--- config.mk ---
export PLATFORM = sky130hd
export DESIGN_NAME = oaids_cell
export DESIGN_NICKNAME = d
export VERILOG_FILES = /design/src/hdl/oaids_pkg.sv /design/src/hdl/oaids_cell.sv
export SDC_FILE = /design/constraint.sdc
export NUM_CORES = 1
export LEC_CHECK = 0
export BUFFER_PORTS_ARGS = -buffer_cell sky130_fd_sc_hd__clkbuf_2
export CORE_ASPECT_RATIO = 0.9
export CORE_UTILIZATION = 41
export CTS_BUF_LIST = sky130_fd_sc_hd__clkbuf_8
export DETAILED_ROUTE_END_ITERATION = 8
export PLACE_DENSITY_LB_ADDON = 0.3
export SYNTH_ARGS = -nofsm -noshare
export SYNTH_HDL_FRONTEND = slang
export SYNTH_SLANG_ARGS = --single-unit
--- constraint.sdc ---
create_clock -name clk -period 3.9 [get_ports clk]
set_input_delay 1.17 -clock clk [delete_from_list [all_inputs] [get_ports clk]]
set_output_delay 1.17 -clock clk [all_outputs]
set_load 0.005 [all_outputs]
--- src/hdl/oaids_pkg.sv ---
// Shared types and codes for the ordered array store.
`default_nettype none

package oaids_pkg;

    // Request codes carried in the mode field
    localparam logic [2:0] MODE_CLEAR  = 3'd0;
    localparam logic [2:0] MODE_APPEND = 3'd1;
    localparam logic [2:0] MODE_READ   = 3'd2;
    localparam logic [2:0] MODE_INSERT = 3'd3;
    localparam logic [2:0] MODE_DELETE = 3'd4;
    localparam logic [2:0] MODE_SEARCH = 3'd5;

    // Result status codes
    localparam logic [1:0] STAT_OK        = 2'd0;
    localparam logic [1:0] STAT_FULL      = 2'd1;
    localparam logic [1:0] STAT_BAD_POS   = 2'd2;
    localparam logic [1:0] STAT_NOT_FOUND = 2'd3;

    // Operation broadcast to every cell of the chain
    typedef enum logic [1:0] {
        CELL_HOLD,
        CELL_ROTATE,
        CELL_INSERT,
        CELL_DELETE
    } cell_op_t;

endpackage : oaids_pkg

`default_nettype wire

--- src/hdl/oaids_cell.sv ---
// One storage cell of the chain: holds a word and trades it with its neighbors.
`default_nettype none

module oaids_cell #(
    parameter int IDX       = 0,
    parameter int IW        = 6,
    parameter int WORD_BITS = 32
) (
    input  wire                       clk,
    input  oaids_pkg::cell_op_t       op,
    input  wire  [IW-1:0]             at_idx,
    input  wire  [WORD_BITS-1:0]      ins_word,
    input  wire  [WORD_BITS-1:0]      left_word,
    input  wire  [WORD_BITS-1:0]      right_word,
    output logic [WORD_BITS-1:0]      word
);
    import oaids_pkg::*;

    logic [WORD_BITS-1:0] word_reg;
    logic [WORD_BITS-1:0] word_next;
    logic                 is_at;
    logic                 is_past;

    assign is_at   = (at_idx == IW'(IDX));
    assign is_past = (IW'(IDX) > at_idx);

    // Next word: hold, take from the right (rotate or close a gap),
    // take from the left (open a gap) or load the new word
    always_comb
    begin
        word_next = word_reg;
        unique case (op)
            CELL_HOLD:   word_next = word_reg;
            CELL_ROTATE: word_next = right_word;
            CELL_INSERT:
            begin
                if (is_at)
                    word_next = ins_word;
                else if (is_past)
                    word_next = left_word;
            end
            CELL_DELETE:
            begin
                if (is_at || is_past)
                    word_next = right_word;
            end
            default:     word_next = word_reg;
        endcase
    end

    // Payload only, no reset
    always_ff @(posedge clk)
    begin
        word_reg <= word_next;
    end

    assign word = word_reg;

endmodule : oaids_cell

`default_nettype wire

=== Yosys cells after proc, flatten, opt, wreduce, memory -nomap -nowiden ===
Cells that the tools add are included.

* Bits in registers: 32
* Input port bits: 105
* Output and inout port bits: 32
* Word-level logic and storage cells: 16

* Magnitude comparators: 1
* Equality and inequality tests: 5
* Muxes and demuxes: 4
* Bitwise logic cells: 1
* Reductions and logical operators: 4

{| class="wikitable"
|+ Operator list
! cell !! count
|-
| $mux W32 || 3
|-
| $pmux W32 S3 || 1
|-
| $gt A1 B6 Y1 const A || 1
|-
| $logic_not A6 Y1 || 1
|-
| $eq A2 B2 Y1 const B || 2
|-
| $ne A3 B3 Y1 const B || 1
|-
| $reduce_and A3 Y1 || 1
|-
| $eq A2 B1 Y1 const B || 1
|-
| $logic_not A2 Y1 || 1
|-
| $ne A2 B2 Y1 const B || 1
|-
| $logic_or A1 B1 Y1 || 1
|-
| $not A1 Y1 || 1
|}

=== Depth between registers and ports, before layout ===
* Depth in word-level cells: 4
* Gate-level depth with buffers: 5
* Gate-level depth less buffers: 3

=== Worst setup path after synthesis ===
No wires, ideal clock.

* Path kind: input to register
* From: in at_idx[5]
* To: reg word_reg[0] (netlist: word[0]) (enable)
* Setup time: 0.425 ns
* Arrival time: 2.845 ns
* Data required time: 3.475 ns
* Slack: 0.630 ns
* Cell stages on the path: 4
* Path buffers: 1
* Path through: nor4_4 > buf_2 > nand3_1 > o21ai_1

* Word-level cells in the longest chain between the ends: 4
* Elaborated cells between the ends (all ways): 6
* Those cells by class: order compare: 1; eq/ne: 2; reduce/logical: 3

{| class="wikitable"
|+ RTL lines
! item !! RTL line !! text
|-
| start: declaration || oaids_cell.sv:11 || <nowiki>input wire [IW-1:0] at_idx,</nowiki>
|-
| $gt A1 B6 Y1 / $logic_not A6 Y1 (equally long branches) || oaids_cell.sv:25, oaids_cell.sv:24 ||
|-
| $logic_or A1 B1 Y1 || oaids_cell.sv:44 || <nowiki>if (is_at || is_past)</nowiki>
|-
| $ne A2 B2 Y1 (no source line) || -- ||
|-
| $reduce_and A3 Y1 (no source line) (*) || -- ||
|-
| end signal: assignment || oaids_cell.sv:54 || <nowiki>word_reg <= word_next;</nowiki>
|-
| end: declaration || oaids_cell.sv:19 || <nowiki>logic [WORD_BITS-1:0] word_reg;</nowiki>
|}

Mark *: on every way between the ends. The rest lies on a longest branch, timed or not.
A chain may end at the register's enable or synchronous reset.

=== Final worst setup path ===
* From: in at_idx[5]
* To: reg word_reg[22] (netlist: word[22]), data pin

* Word-level cells in the longest chain between the ends: 3

{| class="wikitable"
|+ RTL lines
! item !! RTL line !! text
|-
| $logic_not A6 Y1 || oaids_cell.sv:24 || <nowiki>assign is_at = (at_idx == IW'(IDX));</nowiki>
|-
| $mux W32 || oaids_cell.sv:37 || <nowiki>if (is_at)</nowiki>
|-
| $pmux W32 S3 || oaids_cell.sv:32 || <nowiki>unique case (op)</nowiki>
|-
| via word_next[22] || oaids_cell.sv:20 || <nowiki>logic [WORD_BITS-1:0] word_next;</nowiki>
|}

The timed path passes the listed nets, and every way through them passes these cells.

==> out/qor.yml <==
logic_synthesis:
  yosysTopAreaCell: "edfxtp_1"
  synthTopCellsByArea: "edfxtp_1, a31oi_1, nand3_1"
  seq_area_frac_synth_pct: 54.16
  synthCells: 187
  post_synth.cell_area_avg_um2: 9.488
  mappedNetlistNets: 292
  async_flop_share_pct: 0
  synthesis.area_um2: 1774
  synth_seq_cells: 32
  synth.distinct_cells: 15
  yosysWarnings: 0
  ys_dominant_reg_cell: "edfxtp_1"
  synth_common_cells: "nand3_1, nor2_1, o21ai_1"
  synth_top_area_share_pct: 54.16
  synth-edff-count: 32
clock_tree:
  cts_sinks: 32
  cts_max_level: 2
  clockBufferDepth: 2
  holdBufCountCts: 0
  cts.clk_slew.worst_paths_ns: 0.07
  cts_buffers: 5
  cts_setup_buffers: 0
  root_buffer: "clkbuf_8"
  cts-resized-gates: 0
  cts_tree: "built"
global_routing:
  gr-usage-all-layers_pct: 23.20
  grt_pass1_wl_mm: 8.190
  grt_pass1_vias: 1844
  grt-ovfl-total: 0
  antenna_found_initial: 0
  grt_max_degree: 65
cells_and_area:
  largest_reg_flops: 32
  area_delta_synth_final_pct: 42.52
  final_cells: 363
  nNetsFinal: 419
  fillers: 386
  antennaDiodeCount: 0
  drive_gt1_share_pct: 47.62
sta:
  rsz0062_at_grt: "no"
  max_freq_mhz: 426.7
  slew_viol_final: 0
  tightest_slew_ns: 1.012
  setup_viol_count_final: 0
  slew_headroom_pct: 32.28
  fin_hold_ws_ns: 1.234
  final_hold_viol_count: 0
  finalCriticalPeriod_ns: 2.344
  post-route-period-util_pct: 60.09
  tns_ns: 0
outcome:
  status: "finished with violations"
  failed_checks: "DRC"
worst_hold_path:
  hp-class: "primary input to flip-flop"
critical_path:
  crit_arrival_ns: 2.33
  end_kind: "flip-flop"
  crit_type: "primary input to flip-flop"
  crit_path_end: "word[22]$_DFFE_PP_"
  start_kind: "primary input"
  worstPathRequired_ns: 3.89
  critPathMaxFanout: 32
  crit_start: "at_idx[5]"
detailed_routing:
  drt_wl_total_mm: 5.236
  dr_total_vias: 1996
  antenna_left: 0
  wl_per_cell_um: 14.42
  drtIter0Drc: 139
  via_per_inst: 5.499
  first_pass_iters: 7
  drc_errors: 9
place:
  dp.cells: 355
  portBuffers: 136
  gp_congestion: 0.8085
  hpwl_mm: 3.496
power:
  power.leakage_nw: 1.097
  ir_drop_mv: 0.1632
  p_per_area_nw_per_um2: 322.7
floorplan:
  fp-row-count: 22
  ios: 137
  start_util_pct: 43.26
  core_um2: 4101
  die_width_um: 71.34
  die_h_um: 64.41
  die-area_um2: 4595
job:
  maxCapViolCount: 0
## critical path, cell delays in order
cell	delay, ns
clkbuf_2	0.11
or4_4	0.73
o21ai_1	0.20
a31oi_1	0.12
## metrics by stage
| step | setup WS, ns | utilization [%] | cell area (um^2) | power (mW) |
|---|---|---|---|---|
| 3_5_place_dp | 1.258 | 59.70 | 2449 | 0.5843 |
| 5_1_grt | 1.503 | 61.65 | 2529 | 0.8554 |
| 6_report | 1.556 | 61.65 | 2529 | 0.8159 |
| 3_3_place_gp | 1.275 | 59.70 | 2449 | 0.5817 |
| 4_1_cts | 1.555 | 61.65 | 2529 | 0.8202 |
| 2_1_floorplan | 0.6295 | - | 1774 | 0.4936 |
## where the power goes
| group | switching [mW] | internal, mW | leakage, nW |
|---|---|---|---|
| logic | 0.0800 | 0.0766 | 0.744 |
| registers | 0.00747 | 0.412 | 0.305 |
| clock network | 0.121 | 0.119 | 0.0482 |
## cell type report
cell class / instances / area, um^2 / share of cell area, %
sequential: 32 / 960.9 / 38.00
multi-input combinational: 135 / 720.7 / 28.50
timing repair buffer: 139 / 703.2 / 27.81
clock buffer: 5 / 68.82 / 2.721
tap: 48 / 60.06 / 2.375
clock inverter: 3 / 11.26 / 0.4453
inverter: 1 / 3.754 / 0.1484
## kinds of logic (layout without fill, tap and decap cells)
group	count (synthesis)	in the layout	synth area share [%]
AND/OR/NAND/NOR	70	70	18.83
AO/OA/AOI/OAI	65	65	20.59
flip-flops	32	32	54.16
buffers and inverters	20	148	6.416
## layout by cell type, fill, tap and decap left out
cell      netlist  final
clkbuf_2        1    136
nand3_1        33     33
o21ai_1        33     32
nor2_1         33     32
a31oi_1        32     32
edfxtp_1       32     32
clkbuf_8        0      5
inv_1           1      3
buf_4           0      3
or4_4           1      1
or2_2           1      1
nor2b_4         0      1
nor4_4          1      1
nor2_2          0      1
o21ai_4         0      1
clkinv_1        0      1
## worst min-delay path by stage
stage	depth (start not counted)	from	endpoint
after floorplan	2	right_word[23]	word[23]$_DFFE_PP_
after global placement	3	right_word[17]	word[17]$_DFFE_PP_
after detailed placement	3	right_word[2]	word[2]$_DFFE_PP_
after CTS	3	right_word[31]	word[31]$_DFFE_PP_
after global routing	3	right_word[7]	word[7]$_DFFE_PP_
final	3	right_word[31]	word[31]$_DFFE_PP_
## routing by layer
| metal | up-vias | part of all wire, % | track usage (%) |
|---|---|---|---|
| li1 | 967 | - | - |
| met3 | 6 | 8.7 | 8.517 |
| met5 | - | 0 | 0 |
| met4 | 0 | 1.2 | 7.250 |
| met1 | 927 | 40 | 26.78 |
| met2 | 96 | 50 | 39.88 |
No activity file was read; power rests on OpenSTA's default activity.
